$ cat config.mk
export PLATFORM = sky130hd
export DESIGN_NAME = http_request_head_parser_core_flat
export DESIGN_NICKNAME = d
export VERILOG_FILES = /design/src/design/hrhp_pkg.sv /design/src/design/hrhp_req_if.sv /design/src/design/hrhp_rsp_if.sv /design/src/design/hrhp_parser.sv /design/src/design/hrhp_out_buf.sv /design/src/design/http_request_head_parser_core.sv /design/src/flat_wrapper.sv
export SDC_FILE = /design/constraint.sdc
export NUM_CORES = 1
export LEC_CHECK = 0
export ABC_CLOCK_PERIOD_IN_PS = 7200
export BUFFER_PORTS_ARGS = -buffer_cell sky130_fd_sc_hd__buf_2
export CORE_UTILIZATION = 40
export DETAILED_ROUTE_END_ITERATION = 8
export PLACE_DENSITY = 0.66
export SKIP_LAST_GASP = 1
export SYNTH_ARGS = -nofsm -noshare
export SYNTH_HDL_FRONTEND = slang
export SYNTH_SLANG_ARGS = --single-unit
$ cat constraint.sdc
create_clock -name clock -period 7.2 [get_ports clock]
set_input_delay 0.36 -clock clock [delete_from_list [all_inputs] [get_ports clock]]
set_output_delay 0.36 -clock clock [all_outputs]
set_load 0.03 [all_outputs]
$ cat src/design/hrhp_pkg.sv
package hrhp_pkg;

   // parse phases
   localparam logic [2:0] PH_METHOD  = 3'd0;
   localparam logic [2:0] PH_TARGET  = 3'd1;
   localparam logic [2:0] PH_VERSION = 3'd2;
   localparam logic [2:0] PH_KEY     = 3'd3;
   localparam logic [2:0] PH_VALUE   = 3'd4;
   localparam logic [2:0] PH_BODY    = 3'd5;
   localparam logic [2:0] PH_ERROR   = 3'd6;
   localparam logic [2:0] PH_HALTED  = 3'd7;

   // field closed by a byte
   localparam logic [2:0] FE_NONE    = 3'd0;
   localparam logic [2:0] FE_METHOD  = 3'd1;
   localparam logic [2:0] FE_TARGET  = 3'd2;
   localparam logic [2:0] FE_VERSION = 3'd3;
   localparam logic [2:0] FE_KEY     = 3'd4;
   localparam logic [2:0] FE_VALUE   = 3'd5;
   localparam logic [2:0] FE_HEADERS = 3'd6;

   // sticky error codes
   localparam logic [2:0] ERR_NONE        = 3'd0;
   localparam logic [2:0] ERR_BAD_METHOD  = 3'd1;
   localparam logic [2:0] ERR_NEWLINE     = 3'd2;
   localparam logic [2:0] ERR_NULL_HEADER = 3'd3;
   localparam logic [2:0] ERR_VER_SPACE   = 3'd4;
   localparam logic [2:0] ERR_BAD_VERSION = 3'd5;

   // status classes
   localparam logic [1:0] CLS_OK          = 2'd0;
   localparam logic [1:0] CLS_BAD_REQUEST = 2'd1;
   localparam logic [1:0] CLS_UNSUPPORTED = 2'd2;

   // special bytes
   localparam logic [7:0] CHAR_NUL = 8'h00;
   localparam logic [7:0] CHAR_LF  = 8'h0a;
   localparam logic [7:0] CHAR_CR  = 8'h0d;
   localparam logic [7:0] CHAR_SP  = 8'h20;

   // method names, left aligned, padded with zero
   localparam int METHOD_COUNT     = 9;
   localparam int METHOD_NAME_MAX  = 7;
   localparam logic [7:0] METHOD_TEXT [METHOD_COUNT][METHOD_NAME_MAX] = '{
      '{"T", "R", "A", "C", "E", 8'h00, 8'h00},
      '{"H", "E", "A", "D", 8'h00, 8'h00, 8'h00},
      '{"G", "E", "T", 8'h00, 8'h00, 8'h00, 8'h00},
      '{"P", "O", "S", "T", 8'h00, 8'h00, 8'h00},
      '{"P", "A", "T", "C", "H", 8'h00, 8'h00},
      '{"P", "U", "T", 8'h00, 8'h00, 8'h00, 8'h00},
      '{"O", "P", "T", "I", "O", "N", "S"},
      '{"D", "E", "L", "E", "T", "E", 8'h00},
      '{"C", "O", "N", "N", "E", "C", "T"}
   };
   localparam logic [3:0] METHOD_LEN [METHOD_COUNT] = '{
      4'd5, 4'd4, 4'd3, 4'd4, 4'd5, 4'd3, 4'd7, 4'd6, 4'd7
   };

   // version names, all the same length
   localparam int VERSION_COUNT    = 3;
   localparam int VERSION_NAME_LEN = 8;
   localparam logic [7:0] VERSION_TEXT [VERSION_COUNT][VERSION_NAME_LEN] = '{
      '{"H", "T", "T", "P", "/", "1", ".", "0"},
      '{"H", "T", "T", "P", "/", "1", ".", "1"},
      '{"H", "T", "T", "P", "/", "2", ".", "0"}
   };

   // one result word
   typedef struct packed {
      logic [2:0]  parse_state;
      logic [2:0]  field_end;
      logic [2:0]  error_code;
      logic [1:0]  http_status_class;
      logic [3:0]  method_id;
      logic [1:0]  version_id;
      logic        is_body_byte;
      logic        request_ready;
      logic [11:0] byte_offset;
   } rsp_type;

endpackage

$ cat src/design/hrhp_req_if.sv
interface hrhp_req_if;
   logic       valid;
   logic       ready;
   logic [7:0] data_byte;
   logic       new_request;

   modport source (output valid, output data_byte, output new_request, input ready);
   modport sink   (input valid, input data_byte, input new_request, output ready);
endinterface

$ cat src/design/hrhp_rsp_if.sv
interface hrhp_rsp_if;
   logic        valid;
   logic        ready;
   logic [2:0]  parse_state;
   logic [2:0]  field_end;
   logic [2:0]  error_code;
   logic [1:0]  http_status_class;
   logic [3:0]  method_id;
   logic [1:0]  version_id;
   logic        is_body_byte;
   logic        request_ready;
   logic [11:0] byte_offset;

   modport source (
      output valid, output parse_state, output field_end, output error_code,
      output http_status_class, output method_id, output version_id,
      output is_body_byte, output request_ready, output byte_offset,
      input ready
   );
   modport sink (
      input valid, input parse_state, input field_end, input error_code,
      input http_status_class, input method_id, input version_id,
      input is_body_byte, input request_ready, input byte_offset,
      output ready
   );
endinterface

$ cat src/design/hrhp_parser.sv
module hrhp_parser #(
   parameter int BUFFER_BYTES      = 4096,
   parameter int METHOD_MAX_CHARS  = 7,
   parameter int VERSION_MAX_CHARS = 8
) (
   input  logic             clock,
   input  logic             reset,
   input  logic             step,
   input  logic [7:0]       data_byte,
   input  logic             new_request,
   output hrhp_pkg::rsp_type result
);
   import hrhp_pkg::*;

   localparam int OW  = $clog2(BUFFER_BYTES + 1);
   localparam int OX  = (OW > 12) ? OW : 12;
   localparam int MLW = $clog2(METHOD_MAX_CHARS + 2);
   localparam int MIW = $clog2(METHOD_MAX_CHARS);
   localparam int VLW = $clog2(VERSION_MAX_CHARS + 2);
   localparam int VIW = $clog2(VERSION_MAX_CHARS);

   // parse state
   logic [2:0]     phase_ff, phase_in;
   logic [7:0]     method_chars_ff [METHOD_MAX_CHARS];
   logic [MLW-1:0] method_len_ff, method_len_in;
   logic           method_sealed_ff, method_sealed_in;
   logic [7:0]     version_chars_ff [VERSION_MAX_CHARS];
   logic [VLW-1:0] version_len_ff, version_len_in;
   logic           version_sealed_ff, version_sealed_in;
   logic           line_has_text_ff, line_has_text_in;
   logic           value_at_start_ff, value_at_start_in;
   logic [2:0]     error_ff, error_in;
   logic [3:0]     method_found_ff, method_found_in;
   logic [1:0]     version_found_ff, version_found_in;
   logic [OW-1:0]  offset_ff, offset_in;

   // state as seen by this byte (cleared by new_request)
   logic [2:0]     cur_phase;
   logic [MLW-1:0] cur_mlen;
   logic           cur_msealed;
   logic [VLW-1:0] cur_vlen;
   logic           cur_vsealed;
   logic           cur_text;
   logic           cur_vas;
   logic [2:0]     cur_error;
   logic [3:0]     cur_mfound;
   logic [1:0]     cur_vfound;
   logic [OW-1:0]  pos;
   logic [OX-1:0]  pos_x;

   logic [3:0]     method_hit;
   logic [1:0]     version_hit;
   logic           method_we, version_we;
   logic [MIW-1:0] method_widx;
   logic [VIW-1:0] version_widx;
   logic [2:0]     fend;
   logic           body, ready;

   always_comb begin
      cur_phase   = new_request ? PH_METHOD : phase_ff;
      cur_mlen    = new_request ? '0 : method_len_ff;
      cur_msealed = new_request ? 1'b0 : method_sealed_ff;
      cur_vlen    = new_request ? '0 : version_len_ff;
      cur_vsealed = new_request ? 1'b0 : version_sealed_ff;
      cur_text    = new_request ? 1'b0 : line_has_text_ff;
      cur_vas     = new_request ? 1'b0 : value_at_start_ff;
      cur_error   = new_request ? ERR_NONE : error_ff;
      cur_mfound  = new_request ? 4'd0 : method_found_ff;
      cur_vfound  = new_request ? 2'd0 : version_found_ff;
      pos         = new_request ? '0 : offset_ff;
      pos_x       = OX'(pos);
   end

   // parallel compare of the stored method against the fixed names
   always_comb begin
      logic ok;
      method_hit = 4'd0;
      for (int i = METHOD_COUNT - 1; i >= 0; i--) begin
         ok = (cur_mlen == MLW'(METHOD_LEN[i]));
         for (int j = 0; j < METHOD_NAME_MAX; j++) begin
            if (4'(j) < METHOD_LEN[i]) begin
               ok = ok && (method_chars_ff[j] == METHOD_TEXT[i][j]);
            end
         end
         if (ok) begin
            method_hit = 4'(i + 1);
         end
      end
   end

   // parallel compare of the stored version against the fixed names
   always_comb begin
      logic ok;
      version_hit = 2'd0;
      for (int i = VERSION_COUNT - 1; i >= 0; i--) begin
         ok = (cur_vlen == VLW'(VERSION_NAME_LEN));
         for (int j = 0; j < VERSION_NAME_LEN; j++) begin
            ok = ok && (version_chars_ff[j] == VERSION_TEXT[i][j]);
         end
         if (ok) begin
            version_hit = 2'(i + 1);
         end
      end
   end

   // byte classification and phase walk
   always_comb begin
      phase_in          = cur_phase;
      method_len_in     = cur_mlen;
      method_sealed_in  = cur_msealed;
      version_len_in    = cur_vlen;
      version_sealed_in = cur_vsealed;
      line_has_text_in  = cur_text;
      value_at_start_in = cur_vas;
      error_in          = cur_error;
      method_found_in   = cur_mfound;
      version_found_in  = cur_vfound;
      offset_in         = (pos < OW'(BUFFER_BYTES)) ? pos + OW'(1) : pos;
      method_we         = 1'b0;
      version_we        = 1'b0;
      fend              = FE_NONE;
      body              = 1'b0;
      ready             = 1'b0;

      if (pos >= OW'(BUFFER_BYTES) && cur_phase < PH_ERROR) begin
         phase_in = PH_HALTED;
      end else if (cur_phase == PH_BODY) begin
         body = 1'b1;
      end else if (cur_phase < PH_BODY) begin
         if (data_byte == CHAR_NUL) begin
            phase_in = PH_HALTED;
         end else if (data_byte == CHAR_CR) begin
            // seal the method or version field; in a value, clear value_at_start
            if (cur_phase == PH_METHOD) begin
               method_sealed_in = 1'b1;
            end else if (cur_phase == PH_VERSION) begin
               version_sealed_in = 1'b1;
            end else if (cur_phase == PH_VALUE) begin
               value_at_start_in = 1'b0;
            end
         end else if (data_byte == CHAR_SP) begin
            case (cur_phase)
               PH_METHOD: begin
                  fend            = FE_METHOD;
                  method_found_in = method_hit;
                  if (method_hit == 4'd0) begin
                     error_in = ERR_BAD_METHOD;
                     phase_in = PH_ERROR;
                  end else begin
                     phase_in = PH_TARGET;
                  end
               end
               PH_TARGET: begin
                  fend     = FE_TARGET;
                  phase_in = PH_VERSION;
               end
               PH_VERSION: begin
                  error_in = ERR_VER_SPACE;
                  phase_in = PH_ERROR;
               end
               PH_KEY: begin
                  fend              = FE_KEY;
                  phase_in          = PH_VALUE;
                  value_at_start_in = 1'b1;
               end
               default: begin
                  // space inside a value: no state changes
               end
            endcase
         end else if (data_byte == CHAR_LF) begin
            case (cur_phase)
               PH_VERSION: begin
                  fend             = FE_VERSION;
                  version_found_in = version_hit;
                  if (version_hit == 2'd0) begin
                     error_in = ERR_BAD_VERSION;
                     phase_in = PH_ERROR;
                  end else begin
                     phase_in         = PH_KEY;
                     line_has_text_in = 1'b0;
                  end
               end
               PH_KEY: begin
                  if (!cur_text) begin
                     fend     = FE_HEADERS;
                     ready    = 1'b1;
                     phase_in = PH_BODY;
                  end else begin
                     error_in = ERR_NULL_HEADER;
                     phase_in = PH_ERROR;
                  end
               end
               PH_VALUE: begin
                  fend              = FE_VALUE;
                  phase_in          = PH_KEY;
                  line_has_text_in  = 1'b0;
                  value_at_start_in = 1'b0;
               end
               default: begin
                  error_in = ERR_NEWLINE;
                  phase_in = PH_ERROR;
               end
            endcase
         end else begin
            // ordinary byte
            if (cur_phase == PH_METHOD) begin
               if (!cur_msealed) begin
                  if (cur_mlen < MLW'(METHOD_MAX_CHARS)) begin
                     method_we     = 1'b1;
                     method_len_in = cur_mlen + MLW'(1);
                  end else begin
                     method_len_in = MLW'(METHOD_MAX_CHARS + 1);
                  end
               end
            end else if (cur_phase == PH_VERSION) begin
               if (!cur_vsealed) begin
                  if (cur_vlen < VLW'(VERSION_MAX_CHARS)) begin
                     version_we     = 1'b1;
                     version_len_in = cur_vlen + VLW'(1);
                  end else begin
                     version_len_in = VLW'(VERSION_MAX_CHARS + 1);
                  end
               end
            end else if (cur_phase == PH_KEY) begin
               line_has_text_in = 1'b1;
            end else if (cur_phase == PH_VALUE) begin
               value_at_start_in = 1'b0;
            end
         end
      end
   end

   assign method_widx  = cur_mlen[MIW-1:0];
   assign version_widx = cur_vlen[VIW-1:0];

   // result word for this byte
   always_comb begin
      result.parse_state = phase_in;
      result.field_end   = fend;
      result.error_code  = error_in;
      if (error_in == ERR_NONE) begin
         result.http_status_class = CLS_OK;
      end else if (error_in <= ERR_NULL_HEADER) begin
         result.http_status_class = CLS_BAD_REQUEST;
      end else begin
         result.http_status_class = CLS_UNSUPPORTED;
      end
      result.method_id     = method_found_in;
      result.version_id    = version_found_in;
      result.is_body_byte  = body;
      result.request_ready = ready;
      result.byte_offset   = (pos_x > OX'(4095)) ? 12'hfff : pos_x[11:0];
   end

   // control state
   always_ff @(posedge clock) begin
      if (reset) begin
         phase_ff          <= PH_METHOD;
         method_len_ff     <= '0;
         method_sealed_ff  <= 1'b0;
         version_len_ff    <= '0;
         version_sealed_ff <= 1'b0;
         line_has_text_ff  <= 1'b0;
         value_at_start_ff <= 1'b0;
         error_ff          <= ERR_NONE;
         method_found_ff   <= 4'd0;
         version_found_ff  <= 2'd0;
         offset_ff         <= '0;
      end else if (step) begin
         phase_ff          <= phase_in;
         method_len_ff     <= method_len_in;
         method_sealed_ff  <= method_sealed_in;
         version_len_ff    <= version_len_in;
         version_sealed_ff <= version_sealed_in;
         line_has_text_ff  <= line_has_text_in;
         value_at_start_ff <= value_at_start_in;
         error_ff          <= error_in;
         method_found_ff   <= method_found_in;
         version_found_ff  <= version_found_in;
         offset_ff         <= offset_in;
      end
   end

   // name character stores, read only below their lengths
   always_ff @(posedge clock) begin
      for (int k = 0; k < METHOD_MAX_CHARS; k++) begin
         if (step && method_we && method_widx == MIW'(k)) begin
            method_chars_ff[k] <= data_byte;
         end
      end
      for (int k = 0; k < VERSION_MAX_CHARS; k++) begin
         if (step && version_we && version_widx == VIW'(k)) begin
            version_chars_ff[k] <= data_byte;
         end
      end
   end

endmodule

$ cat src/design/hrhp_out_buf.sv
module hrhp_out_buf (
   input  logic              clock,
   input  logic              reset,
   input  logic              push,
   input  hrhp_pkg::rsp_type push_word,
   output logic              can_push,
   output logic              head_valid,
   output hrhp_pkg::rsp_type head_word,
   input  logic              pop
);
   import hrhp_pkg::*;

   // two-entry result queue
   rsp_type    entry_ff [2];
   logic       wr_ptr_ff, wr_ptr_in;
   logic       rd_ptr_ff, rd_ptr_in;
   logic [1:0] count_ff, count_in;
   logic       do_pop;

   assign can_push   = (count_ff != 2'd2);
   assign head_valid = (count_ff != 2'd0);
   assign head_word  = entry_ff[rd_ptr_ff];
   assign do_pop     = pop && head_valid;

   // pointer and fill update
   always_comb begin
      wr_ptr_in = push ? ~wr_ptr_ff : wr_ptr_ff;
      rd_ptr_in = do_pop ? ~rd_ptr_ff : rd_ptr_ff;
      count_in  = count_ff + {1'b0, push} - {1'b0, do_pop};
   end

   always_ff @(posedge clock) begin
      if (reset) begin
         wr_ptr_ff <= 1'b0;
         rd_ptr_ff <= 1'b0;
         count_ff  <= 2'd0;
      end else begin
         wr_ptr_ff <= wr_ptr_in;
         rd_ptr_ff <= rd_ptr_in;
         count_ff  <= count_in;
      end
   end

   // entry write
   always_ff @(posedge clock) begin
      if (push) begin
         entry_ff[wr_ptr_ff] <= push_word;
      end
   end

endmodule

$ cat src/design/http_request_head_parser_core.sv
// HTTP request head parser, one byte per word.
// req_chan carries one request byte (data_byte) and a new_request flag that
// clears all parse state ahead of that byte. rsp_chan returns exactly one
// result word per accepted byte: phase, closed field, sticky error code and
// status class, matched method and version, body and head-done flags, and
// the saturating byte position.
// The result of a byte is written into a two-word output queue as the byte
// is accepted and shown on rsp_chan once the words ahead of it have left.
// Throughput: one byte per cycle while the queue has room; all parsing,
// including the parallel name compares, is done in the cycle the byte is taken.
// When the receiver stalls, bytes are still accepted until both queue
// entries hold a word; then req_chan.ready drops, and it rises again the
// cycle after a word leaves. No result is dropped or repeated.
// Reset (synchronous, active high) empties the queue and returns the parser
// to the method phase with no error; there is no clearing pass, the block
// is ready in the first cycle after reset.
module http_request_head_parser_core #(
   parameter int BUFFER_BYTES      = 4096,
   parameter int METHOD_MAX_CHARS  = 7,
   parameter int VERSION_MAX_CHARS = 8
) (
   input logic         clock,
   input logic         reset,
   hrhp_req_if.sink    req_chan,
   hrhp_rsp_if.source  rsp_chan
);
   import hrhp_pkg::*;

   logic    step;
   logic    can_push;
   logic    head_valid;
   rsp_type result;
   rsp_type head_word;

   assign req_chan.ready = can_push;
   assign step           = req_chan.valid && can_push;

   // byte parser
   hrhp_parser #(
      .BUFFER_BYTES      (BUFFER_BYTES),
      .METHOD_MAX_CHARS  (METHOD_MAX_CHARS),
      .VERSION_MAX_CHARS (VERSION_MAX_CHARS)
   ) u_parser (
      .clock       (clock),
      .reset       (reset),
      .step        (step),
      .data_byte   (req_chan.data_byte),
      .new_request (req_chan.new_request),
      .result      (result)
   );

   // result queue
   hrhp_out_buf u_out_buf (
      .clock      (clock),
      .reset      (reset),
      .push       (step),
      .push_word  (result),
      .can_push   (can_push),
      .head_valid (head_valid),
      .head_word  (head_word),
      .pop        (rsp_chan.ready)
   );

   // drive the result channel
   assign rsp_chan.valid             = head_valid;
   assign rsp_chan.parse_state       = head_word.parse_state;
   assign rsp_chan.field_end         = head_word.field_end;
   assign rsp_chan.error_code        = head_word.error_code;
   assign rsp_chan.http_status_class = head_word.http_status_class;
   assign rsp_chan.method_id         = head_word.method_id;
   assign rsp_chan.version_id        = head_word.version_id;
   assign rsp_chan.is_body_byte      = head_word.is_body_byte;
   assign rsp_chan.request_ready     = head_word.request_ready;
   assign rsp_chan.byte_offset       = head_word.byte_offset;

endmodule

$ cat src/flat_wrapper.sv
// flat-port wrapper written by rule: the top's interface ports become plain ports
module http_request_head_parser_core_flat import hrhp_pkg::*;
#(
   parameter int BUFFER_BYTES      = 4096,
   parameter int METHOD_MAX_CHARS  = 7,
   parameter int VERSION_MAX_CHARS = 8
)
  (clock, reset, req_chan_valid, req_chan_data_byte, req_chan_new_request, req_chan_ready, rsp_chan_valid, rsp_chan_parse_state, rsp_chan_field_end, rsp_chan_error_code, rsp_chan_http_status_class, rsp_chan_method_id, rsp_chan_version_id, rsp_chan_is_body_byte, rsp_chan_request_ready, rsp_chan_byte_offset, rsp_chan_ready);
  hrhp_req_if req_chan_i ();
  hrhp_rsp_if rsp_chan_i ();
  input logic clock;
  input logic reset;
  input wire logic [$bits(req_chan_i.valid)-1:0] req_chan_valid;
  input wire logic [$bits(req_chan_i.data_byte)-1:0] req_chan_data_byte;
  input wire logic [$bits(req_chan_i.new_request)-1:0] req_chan_new_request;
  output wire logic [$bits(req_chan_i.ready)-1:0] req_chan_ready;
  output wire logic [$bits(rsp_chan_i.valid)-1:0] rsp_chan_valid;
  output wire logic [$bits(rsp_chan_i.parse_state)-1:0] rsp_chan_parse_state;
  output wire logic [$bits(rsp_chan_i.field_end)-1:0] rsp_chan_field_end;
  output wire logic [$bits(rsp_chan_i.error_code)-1:0] rsp_chan_error_code;
  output wire logic [$bits(rsp_chan_i.http_status_class)-1:0] rsp_chan_http_status_class;
  output wire logic [$bits(rsp_chan_i.method_id)-1:0] rsp_chan_method_id;
  output wire logic [$bits(rsp_chan_i.version_id)-1:0] rsp_chan_version_id;
  output wire logic [$bits(rsp_chan_i.is_body_byte)-1:0] rsp_chan_is_body_byte;
  output wire logic [$bits(rsp_chan_i.request_ready)-1:0] rsp_chan_request_ready;
  output wire logic [$bits(rsp_chan_i.byte_offset)-1:0] rsp_chan_byte_offset;
  input wire logic [$bits(rsp_chan_i.ready)-1:0] rsp_chan_ready;
  assign req_chan_i.valid = req_chan_valid;
  assign req_chan_i.data_byte = req_chan_data_byte;
  assign req_chan_i.new_request = req_chan_new_request;
  assign req_chan_ready = req_chan_i.ready;
  assign rsp_chan_valid = rsp_chan_i.valid;
  assign rsp_chan_parse_state = rsp_chan_i.parse_state;
  assign rsp_chan_field_end = rsp_chan_i.field_end;
  assign rsp_chan_error_code = rsp_chan_i.error_code;
  assign rsp_chan_http_status_class = rsp_chan_i.http_status_class;
  assign rsp_chan_method_id = rsp_chan_i.method_id;
  assign rsp_chan_version_id = rsp_chan_i.version_id;
  assign rsp_chan_is_body_byte = rsp_chan_i.is_body_byte;
  assign rsp_chan_request_ready = rsp_chan_i.request_ready;
  assign rsp_chan_byte_offset = rsp_chan_i.byte_offset;
  assign rsp_chan_i.ready = rsp_chan_ready;
  http_request_head_parser_core #(.BUFFER_BYTES(BUFFER_BYTES), .METHOD_MAX_CHARS(METHOD_MAX_CHARS), .VERSION_MAX_CHARS(VERSION_MAX_CHARS)) u_core (.clock(clock), .reset(reset), .req_chan(req_chan_i), .rsp_chan(rsp_chan_i));
endmodule
==> results by group, run 1 <==
Status
  – Status: completed

Floorplan
  – FP Rows: 57
  – Die Width: 161.0 um
  – Vert. Die Dim: 161.0 um
  – Initial Util: 41.20%
  – Die area: 25910 um2
  – # IOs: 46
  – Core ar.: 24530 um2

Yosys
  – Net Count, Synth: 860
  – Cell count after synthesis: 833
  – Post-synthesis mux area share: 3.652%
  – Seq cells post-synth: 223
  – Post-synthesis xor/xnor area fraction: 0.4333%
  – Synth Area in Compound Gates: 9.557%
  – Dominant synthesized flop cell: edfxtp_1
  – Mapped Area: 10110 um2
  – Synth Warn #: 0
  – Main combinational cell family by area after synthesis: simple AND/OR/NAND/NOR gates
  – Ys async rst share: 0%
  – Synth Area in Adders: 1.733%
  – Synth Area in Simple Gates: 20.17%
  – Number of enable flip-flop cells after synthesis: 182
  – Synthesized area per cell: 12.13 um2
  – Unique masters post-synth: 76
  – Register area share after synthesis: 62.19%

Clock network
  – Num CTS Buffers: 24
  – Resized Gates After CTS: 0
  – Clk_lat worst skew: 0.52 ns
  – Clock tree sinks: 223
  – Cts hold-fix bufs: 0
  – CTS tree: built
  – Clock Tree Buf Depth: 3
  – # Post-CTS Setup Buffers: 0
  – H-Tree Depth: 1
  – Clk slew on worst S/H paths: 0.07 ns
  – Root Buffer: clkbuf_16

GRT
  – Total track usage: 18.09%
  – GRT overflow: 0
  – Initial antenna violation count: 0
  – Vias in the first global route: 6868
  – First-pass GRT wire length: 37180 um
  – Largest net degree at the start of global routing: 57

Detailed routing
  – Wirelength per Cell: 19.07 um
  – Routed vias: 7072
  – Initial DRC Count: 720
  – Final WL: 23340 um
  – Drc violations: 0
  – DR pass1 iterations: 5
  – Via density: 5.778
  – DRT antenna net count: 0

Worst setup path
  – Worst Setup Path Type: flop to flop
  – Worst path required time: 7.54 ns
  – Worst setup EP type: flop
  – Crit start category: flop
  – Crit path max fanout: 5
  – Critical Path AT: 3.73 ns

Layout
  – Layout area overhead: 13.17%
  – Final Util: 46.62%
  – Post-Layout Cell Count: 1224
  – Area of the multi-input gates: 3595 um2
  – Layout cells sized above 1: 15.56%
  – Number of antenna diodes: 0
  – Register area: 6286 um2
  – Fill cells: 2233
  – Layout net count: 909

Run
  – Max-Cap Viols: 0

Placed design
  – Placed cell count: 1180
  – Final HPWL DP: 15250 um
  – Port Buffers: 45
  – Placer Congestion: 0.9157

Timing
  – Final slew viol count: 0
  – Setup TNS: 0 ns
  – Tmin final: 3.391 ns
  – Final Cycle Share: 47.10%
  – Max Clock Freq: 0.2949 GHz
  – Slew HR: 19.21%
  – Worst clock skew: 0.01359 ns
  – Actual slew at the worst max-slew pin: 1.195 ns
  – Final setup fails: 0
  – Hold Fails Final Rpt: 0
  – RSZ-0062 raised after global routing: no

Pwr
  – Cell Pwr Density: 280.7 nW/um2
  – Max VDD drop: 0.0001962 V
  – P_leak: 3.906 nW
  – Final Power: 0.003211 W

Min path
  – Hold WC Path Type: input port to flop
[cells in the final DEF, fill, tap and decap left out, types with 17 or more instances in the layout]
cell type / synthesis / final
edfxtp_1: 182 / 182
nor2_1: 71 / 70
nand2_1: 64 / 64
buf_2: 3 / 45
o21ai_0: 42 / 42
dfxtp_1: 41 / 41
nand3_1: 35 / 35
a21oi_1: 34 / 34
mux2_2: 31 / 31
inv_1: 29 / 29
clkbuf_16: 0 / 25
and3_1: 22 / 22
nand4_1: 20 / 20
nor4_1: 17 / 17
[cell families (layout without fill, tap and decap cells)]
kind of cell    count (synthesis)  after routing
xor+xnor                        5              5
fa+ha+maj                      14             14
buf+inv                        60            127
simple gates                  350            350
mux                            33             33
compound gates                148            148
flops                         223            223
[flip-flops by register name, summed over array words and instances, names as in the netlist, named ones only]
| name | flops |
|---|---|
| u_core.u_parser.method_chars_ff | 56 |
| u_core.u_parser.line_has_text_ff | 1 |
| u_core.u_parser.phase_ff | 3 |
| u_core.u_out_buf.count_ff | 2 |
| u_core.u_parser.method_found_ff | 4 |
| u_core.u_parser.method_sealed_ff | 1 |
| u_core.u_parser.version_chars_ff | 64 |
| u_core.u_parser.offset_ff | 13 |
| u_core.u_parser.error_ff | 3 |
| u_core.u_parser.version_sealed_ff | 1 |
| u_core.u_parser.version_len_ff | 4 |
| u_core.u_parser.method_len_ff | 4 |
| u_core.u_out_buf.entry_ff | 62 |
| u_core.u_out_buf.rd_ptr_ff | 1 |
| u_core.u_parser.version_found_ff | 2 |
| u_core.u_out_buf.wr_ptr_ff | 1 |
[critical path, cell delays in order (launching register included)]
cell and delay [ns]:
edfxtp_1 0.39, nor4b_1 1.03, nand4_1 0.39, nor4_1 0.41
o21a_1 0.15, a2111o_1 0.18, nor3_2 0.10, o31a_1 0.31
a211oi_1 0.26
[through the flow]
stage,hold WS (ns),worst slack (ns),cell area (um2)
floorplan,0.4366,3.508,10110
global placement,0.4476,3.671,10690
detailed placement,0.4542,3.557,10690
CTS,0.2627,3.888,11440
global route,0.2880,3.514,11440
finish,0.2771,3.809,11440
[area by class of cell]
| type | instances | share of cell area (%) |
|---|---|---|
| Multi-Input combinational cell | 550 | 31.43 |
| Clock inverter | 10 | 0.5360 |
| Sequential cell | 223 | 54.96 |
| Timing Repair Buffer | 54 | 2.560 |
| Inverter | 29 | 0.9516 |
| Tap cell | 324 | 3.544 |
| Clock buffer | 34 | 6.027 |
[synthesized netlist by cell type, drive strengths merged (3+ instances only)]
cell | number | area, um2
mux2 | 31 | 349.1
nand4b | 3 | 26.28
dfxtp | 41 | 820.8
a32oi | 3 | 26.28
buf | 9 | 37.53
inv | 29 | 108.9
a22o | 3 | 26.28
a211oi | 10 | 75.07
a31oi | 4 | 25.02
nand2 | 64 | 240.2
o31ai | 3 | 22.52
ha | 14 | 175.2
nor4bb | 12 | 120.1
or3 | 6 | 37.54
nor2b | 7 | 43.79
and2 | 13 | 81.33
nor2 | 71 | 266.5
and4b | 10 | 100.1
clkbuf | 22 | 82.58
a311oi | 7 | 61.31
nor3b | 4 | 30.03
a22oi | 8 | 60.06
o21ai | 43 | 215.2
nand4 | 20 | 125.1
or4 | 4 | 37.53
o21a | 4 | 30.03
and3 | 22 | 137.6
a221oi | 3 | 26.28
nor4b | 12 | 132.6
nand3 | 35 | 175.2
edfxtp | 182 | 5465
or2 | 4 | 25.03
nand3b | 4 | 30.03
o41ai | 3 | 26.28
and4 | 5 | 43.79
nor3 | 18 | 111.4
nand2b | 10 | 62.56
xnor2 | 3 | 26.28
a21oi | 35 | 178.9
nor4 | 19 | 140.1
[layer usage]
layer | up-vias | GRT usage (%) | part of all wire [%]
met1 | 3468 | 24.99 | 45
li1 | 3316 | - | -
met2 | 250 | 29.35 | 47
met4 | 0 | 4.931 | 1.7
met5 | - | 0 | 0
met3 | 38 | 3.125 | 6.6
[worst paths after layout]
| kind | from | endpoint | slack (ns) | cells after the start |
|---|---|---|---|---|
| setup / recovery | u_core.u_parser.method_chars_ff[3][5] | u_core.u_out_buf.entry_ff[1][20] | 3.81 | 8 |
| hold / removal | req_chan_valid | u_core.u_out_buf.entry_ff[1][8] | 0.28 | 2 |
| setup reg to reg | u_core.u_parser.method_chars_ff[3][5] | u_core.u_out_buf.entry_ff[1][20] | 3.81 | 8 |
| hold reg to reg | u_core.u_parser.version_len_ff[1] | u_core.u_parser.version_len_ff[1] | 0.46 | 2 |
[report_power, final]
part	internal, W	switching, W
clock network	0.000669	0.000486
logic	0.000172	0.000346
registers	0.00149	0.0000453
total	0.00233	0.000878
Power figures use the tool's default switching activity.
==> run 2, diff against run 1 <==
- ABC_AREA: unset -> 1
- ABC_CLOCK_PERIOD_IN_PS: 7200 -> 2800
- PLACE_DENSITY: 0.66 -> 0.68
- clock period: 7.2 -> 2.8 ns (I/O delays scaled with it)
==> results by group, run 2 <==
Status
  – Status: completed

Timing
  – Hold Fails Final Rpt: 0 (unchanged)
  – Actual slew at the worst max-slew pin: 0.7287 ns (-0.4663 ns)
  – RSZ-0062 raised after global routing: yes
  – Final Cycle Share: 91.33% (+44 points)
  – Slew HR: 51.24% (+32 points)
  – Max Clock Freq: 0.3910 GHz (+33%)
  – Final slew viol count: 0 (unchanged)
  – Hold_ws: 0.09786 ns (-0.1793 ns)
  – Final setup fails: 0 (unchanged)
  – Setup TNS: 0 ns (unchanged)
  – Worst Slack Setup Final: 0.2427 ns (-3.566 ns)
  – Tmin final: 2.557 ns (-0.8338 ns)
  – Worst clock skew: 0.01683 ns (+0.003241 ns)

Yosys
  – Largest cells by area after synthesis: edfxtp_1, dfxtp_1, nand2_1
  – Top-area cell type share of the netlist area: 51.67% (-2.4 points)
  – Count leader, synth: nand2_1
  – Seq cells post-synth: 223 (unchanged)
  – Cell count after synthesis: 1118 (+34%)
  – Unique masters post-synth: 50 (-34%)
  – Cell taking the most area after synthesis: edfxtp_1
  – Top post-synthesis cells by count: nand2_1, inv_1, edfxtp_1, nor2_1, nand3_1
  – Synth Warn #: 0 (unchanged)
  – Number of enable flip-flop cells after synthesis: 182 (unchanged)
  – Dominant synthesized flop cell: edfxtp_1
  – Ys async rst share: 0% (unchanged)
  – Net Count, Synth: 1145 (+33%)
  – Register area share after synthesis: 59.43% (-2.8 points)
  – Mapped Area: 10580 um2 (+4.6%)
  – Synthesized area per cell: 9.460 um2 (-22%)

Run
  – Max-Cap Viols: 0 (unchanged)

Layout
  – Final Util: 47.66% (+1.0 points)
  – Post-Layout Cell Count: 1582 (+29%)
  – Layout net count: 1259 (+39%)
  – Biggest register: u_core.u_parser.version_chars_ff
  – Number of antenna diodes: 0 (unchanged)
  – Most frequent cells in the layout: nand2_1, inv_1, edfxtp_1
  – Most common cell after layout, fill and taps aside: nand2_1
  – Layout area overhead: 17.11%
  – Layout cells sized above 1: 17.40% (+1.8 points)
  – Max reg flops: 64 (unchanged)
  – Biggest regs: u_core.u_parser.version_chars_ff (64), u_core.u_out_buf.entry_ff (62), u_core.u_parser.method_chars_ff (56)

Pwr
  – Sequential share of power: 46.0% (-1.9 points)
  – Switching share of power: 28.30% (+0.98 points)
  – Combinational power share: 19.8% (+3.7 points)
  – Clk pwr share: 34.2% (-1.8 points)
  – Cell Pwr Density: 705.6 nW/um2 (+150%)
  – Max VDD drop: 0.0005639 V (+190%)
  – P_leak: 5.088 nW (+30%)
  – Int Power: 0.006266 W (+170%)
  – Psw: 0.002473 W (+180%)

Clock network
  – Num CTS Buffers: 23 (-4.2%)
  – Clk_lat worst skew: 0.51 ns (about the same)
  – H-Tree Depth: 1 (unchanged)
  – Clk slew on worst S/H paths: 0.06 ns (about the same)
  – Clock Tree Buf Depth: 3 (unchanged)
  – Clock tree sinks: 223 (unchanged)
  – Root Buffer: clkbuf_16
  – CTS tree: built

Floorplan
  – Core ar.: 25980 um2 (+5.9%)
  – FP Rows: 59 (+3.5%)
  – # IOs: 46 (unchanged)
  – Die area: 27090 um2 (+4.6%)
  – Initial Util: 40.70% (-0.50 points)
  – Die Width: 164.6 um (+2.3%)
  – Vert. Die Dim: 164.6 um (+2.3%)

Detailed routing
  – DRT antenna net count: 0 (unchanged)
  – Final WL: 24900 um (+6.7%)
  – Wirelength per Cell: 15.74 um (-17%)
  – Initial DRC Count: 561 (-22%)
  – Drc violations: 0 (unchanged)
  – Routed vias: 7809 (+10%)
  – Via density: 4.936 (-15%)
  – DR pass1 iterations: 7 (+2)

Worst setup path
  – Worst Setup Path Type: flop to flop
  – Critical Path AT: 2.91 ns (-0.82 ns)
  – Worst setup EP type: flop
  – Crit path max fanout: 4 (-1)
  – Crit start category: flop
  – Worst path required time: 3.15 ns (-4.39 ns)

Placed design
  – Port Buffers: 45 (unchanged)
  – Final HPWL DP: 17920 um (+18%)
  – Post-Place Setup Slack: 0.05064 ns (-3.507 ns)
  – Placer Congestion: 0.9186 (+0.32%)
  – Placed cell count: 1540 (+31%)

GRT
  – Largest net degree at the start of global routing: 33 (-42%)
  – Vias in the first global route: 7459 (+8.6%)
  – First-pass GRT wire length: 38950 um (+4.7%)
  – Total track usage: 18.57% (+0.48 points)
  – GRT overflow: 0 (unchanged)
  – Initial antenna violation count: 0 (unchanged)

Min path
  – Hold WC Path Type: input port to flop
==> run 2: cell count changes in the layout (fill, tap and decap cells not counted), moves of 12 or more <==
cell      change
and2_1       -13
and3_1       -22
buf_4        +53
inv_1       +165
nand2_1     +143
nand3_1      +12
nor2_1      +108
nor2_2       +12
nor4bb_1     -12
==> run 2: cells by family (layout without fill, tap and decap cells) <==
kind of cell / after synthesis / in the layout / share of synthesized area (%)
AOI/OAI and AO/OA: 106 / 106 / 5.880
DFF: 223 / 223 / 59.43
muxes: 31 / 31 / 3.301
and+or+nand+nor: 520 / 520 / 21.48
adders and majority gates: 14 / 14 / 1.656
buffers and inverters: 223 / 352 / 8.163
xor gates and xnor gates: 1 / 1 / 0.08283
==> run 2: worst max-delay path, stage by stage (launching register included) <==
cell and delay [ns]:
dfxtp_1 0.30, inv_1 0.08, nor2_4 0.13, inv_1 0.08, ha_1 0.19, inv_1 0.14
nor2_1 0.07, nand2_1 0.08, nor2_1 0.06, nand3_1 0.12, nand2_1 0.10, nor2_1 0.12
nand2_1 0.06, nor2_2 0.13, nand3_2 0.15, nand2_1 0.09, nand2_1 0.05, nand2_1 0.05
nand2_1 0.04, nand2_1 0.05, nand2_1 0.06, nand2_2 0.08, inv_2 0.05, a21oi_2 0.12
==> run 2: cell type report <==
type                       count  area [um2]
fill                        2425       13600
sequential                   223        6286
multi-input combinational    672        3472
inverter                     203       767.0
timing repair buffer         109       710.7
clock buffer                  29       598.1
tap                          335       419.2
clock inverter                11       132.6
==> run 2: timing repair <==
item	CTS	global route
endpoints found under the hold margin	4	0
setup buffers	0	0
hold buffers	2	0
gates resized for setup	0	7
endpoints found under the setup margin	0	45
==> run 2: power groups by stage <==
stage / registers [W] / logic [W] / clock network [W]
6_report: 0.00402 / 0.00173 / 0.00299
5_1_grt: 0.00404 / 0.00191 / 0.00319
3_5_place_dp: 0.00409 / 0.00172 / 0
2_1_floorplan: 0.00406 / 0.00120 / 0
4_1_cts: 0.00402 / 0.00173 / 0.00306
3_3_place_gp: 0.00407 / 0.00170 / 0
==> run 2: per-stage QoR <==
step / total power [W] / area [um2]
global placement: 0.005770 / 11600
floorplan: 0.005257 / 10590
global route: 0.009139 / 12390
finish: 0.008739 / 12390
CTS: 0.008807 / 12350
detailed placement: 0.005805 / 11600
==> run 2: worst paths after layout <==
kind | start | endpoint | slack (ns) | depth (start not counted)
max | u_core.u_parser.method_len_ff[1] | u_core.u_out_buf.entry_ff[0][20] | 0.24 | 23
min | req_chan_data_byte[6] | u_core.u_parser.version_chars_ff[0][22] | 0.1 | 2
max reg2reg | u_core.u_parser.method_len_ff[1] | u_core.u_out_buf.entry_ff[0][20] | 0.24 | 23
min reg2reg | u_core.u_out_buf.rd_ptr_ff | flop | 0.45 | 1
==> run 2: layer usage <==
| metal | vias up | GRT usage [%] | wire length [um] | part of all wire (%) |
|---|---|---|---|---|
| met5 | - | 0 | 0 | 0 |
| met4 | 0 | 5.505 | 605 | 2.4 |
| met3 | 45 | 2.712 | 1095 | 4.4 |
| met2 | 190 | 30.29 | 11400 | 46 |
| met1 | 3665 | 25.57 | 11800 | 47 |
| li1 | 3909 | - | - | - |
==> run 3, diff against run 2 <==
- CORE_ASPECT_RATIO: unset -> 1.75
- PLACE_DENSITY: 0.68 -> 0.69
- SKIP_CTS_REPAIR_TIMING: unset -> 1
==> results by group, run 3 (synthesis gave the netlist of run 2 again) <==
Layout
  – Layout area overhead: 16.80%
  – Biggest register: u_core.u_parser.version_chars_ff
  – Number of antenna diodes: 0 (unchanged)
  – Layout cells sized above 1: 17.68% (+0.28 points)
  – Biggest regs: u_core.u_parser.version_chars_ff (64), u_core.u_out_buf.entry_ff (62), u_core.u_parser.method_chars_ff (56)
  – Most common cell after layout, fill and taps aside: nand2_1
  – Final Util: 47.59% (-0.079 points)
  – Layout net count: 1263 (+0.32%)
  – Max reg flops: 64 (unchanged)
  – Most frequent cells in the layout: nand2_1, inv_1, edfxtp_1

Clock network
  – H-Tree Depth: 1 (unchanged)
  – Clk slew on worst S/H paths: 0.07 ns (about the same)
  – Num CTS Buffers: 20 (-13%)
  – Root Buffer: clkbuf_16
  – Clk_lat worst skew: 0.52 ns (about the same)
  – Clock Tree Buf Depth: 3 (unchanged)
  – Clock tree sinks: 223 (unchanged)
  – CTS tree: built

Detailed routing
  – Final WL: 25760 um (+3.4%)
  – DRT antenna net count: 0 (unchanged)
  – Via density: 4.971 (+0.71%)
  – Initial DRC Count: 517 (-7.8%)
  – Drc violations: 9 (+9)
  – DR pass1 iterations: 7 (unchanged)
  – Wirelength per Cell: 16.41 um (+4.2%)
  – Routed vias: 7805 (-0.051%)

Run
  – Max-Cap Viols: 0 (unchanged)

Worst setup path
  – Worst setup EP type: flop
  – Critical Path AT: 2.79 ns (-0.12 ns)
  – Crit path max fanout: 8 (+4)
  – Worst Setup Path Type: flop to flop
  – Worst path required time: 2.93 ns (-0.22 ns)
  – Crit start category: flop

Timing
  – Max Clock Freq: 0.3757 GHz (-3.9%)
  – Final Cycle Share: 95.06% (+3.7 points)
  – Hold Fails Final Rpt: 2 (+2)
  – Tmin final: 2.662 ns (+0.1044 ns)
  – Final slew viol count: 0 (unchanged)
  – Slew HR: 32.67% (-19 points)
  – RSZ-0062 raised after global routing: yes
  – Worst clock skew: 0.01944 ns (+0.002613 ns)
  – Hold_ws: -0.04871 ns (-0.1466 ns)
  – Actual slew at the worst max-slew pin: 1.002 ns (+0.2736 ns)
  – Final setup fails: 0 (unchanged)

Min path
  – Hold WC Path Type: input port to flop

GRT
  – Vias in the first global route: 7762 (+4.1%)
  – First-pass GRT wire length: 39920 um (+2.5%)
  – Largest net degree at the start of global routing: 35 (+6.1%)
  – Initial antenna violation count: 0 (unchanged)
  – GRT overflow: 0 (unchanged)
  – Total track usage: 19.14% (+0.57 points)

Status
  – Status: finished with violations
  – Failing checks: DRC, hold timing

Pwr
  – P_leak: 5.101 nW (+0.24%)
  – Cell Pwr Density: 696.1 nW/um2 (-1.3%)
  – Int Power: 0.006145 W (-1.9%)
  – Switching share of power: 28.54% (+0.24 points)
  – Sequential share of power: 46.7% (+0.7 points)
  – Combinational power share: 20.2% (+0.4 points)
  – Psw: 0.002454 W (-0.77%)
  – Max VDD drop: 0.0004269 V (-24%)
  – Clk pwr share: 33.1% (-1.1 points)

Floorplan
  – FP Rows: 78 (+32%)
  – Initial Util: 40.74% (about the same)
  – Core ar.: 25960 um2 (about the same)
  – Die area: 27120 um2 (about the same)
  – Die Width: 124.9 um (-24%)
  – Vert. Die Dim: 217.1 um (+32%)
  – # IOs: 46 (unchanged)

Placed design
  – Final HPWL DP: 19360 um (+8.0%)
  – Placer Congestion: 0.9876 (+7.5%)
  – Port Buffers: 45 (unchanged)
==> run 3: changes by cell type in the layout (fill, tap and decap cells not counted), moves of 2 or more <==
cell,delta
buf_4,+8
clkinv_1,-3
nor3_2,-2
clkbuf_16,-2
nor3_1,+2
==> run 3: path summary, 6_finish.rpt <==
kind / startpoint / end / slack, ns / cells past startpoint
max reg2reg: u_core.u_parser.phase_ff[1] / u_core.u_parser.method_chars_ff[5][0] / 0.14 / 12
min reg2reg: u_core.u_out_buf.rd_ptr_ff / flop / 0.46 / 1
min: rsp_chan_ready / flop / -0.05 / 4
max: u_core.u_parser.phase_ff[1] / u_core.u_parser.method_chars_ff[5][0] / 0.14 / 12
==> run 3: per-stage QoR <==
stage / instance area (um2) / instances / total power (W) / TNS [ns] / setup WS (ns)
global route: 12350 / 1570 / 0.008928 / -3.084 / -0.1452
CTS: 12320 / 1569 / 0.008649 / 0 / 0.08511
global placement: 11640 / 1533 / 0.005781 / 0 / 0.07243
floorplan: 10590 / 1118 / 0.005257 / 0 / 0.006472
finish: 12350 / 1570 / 0.008599 / 0 / 0.1383
detailed placement: 11640 / 1533 / 0.005823 / 0 / 0.02210
==> run 3: cell type report <==
class | instances | area [um2]
clock inverters | 8 | 128.9
well taps | 320 | 400.4
fillers | 2361 | 13610
inverters | 203 | 767.0
repair buffers | 116 | 760.7
clock buffers | 28 | 551.8
multi-input cells | 672 | 3458
flip-flops and latches | 223 | 6286
==> run 3: layer usage <==
metal	vias to the layer above	global-route usage, %	routed length (um)
met5	-	0	0
met4	0	12.20	1527
met3	85	1.573	744
met2	196	38.43	14450
met1	3618	18.48	9030
li1	3906	-	-
==> run 3: power by group through the flow <==
stage / Sequential (W) / Combinational (W) / Clock (W)
after floorplan: 0.00406 / 0.00120 / 0
after global placement: 0.00407 / 0.00171 / 0
after detailed placement: 0.00409 / 0.00173 / 0
after CTS: 0.00402 / 0.00174 / 0.00289
after global routing: 0.00404 / 0.00188 / 0.00301
final: 0.00402 / 0.00173 / 0.00285
==> run 3: critical path, stage by stage (launching register included) <==
cell,delay (ns)
dfxtp_1,0.31
inv_1,0.13
nor2_4,0.05
nor2_1,0.14
nor2_1,0.08
inv_2,0.06
nand2_1,0.07
nor2_2,0.12
inv_2,0.05
nor2_1,0.12
nand4_1,0.25
buf_4,0.23
nor4_2,0.66
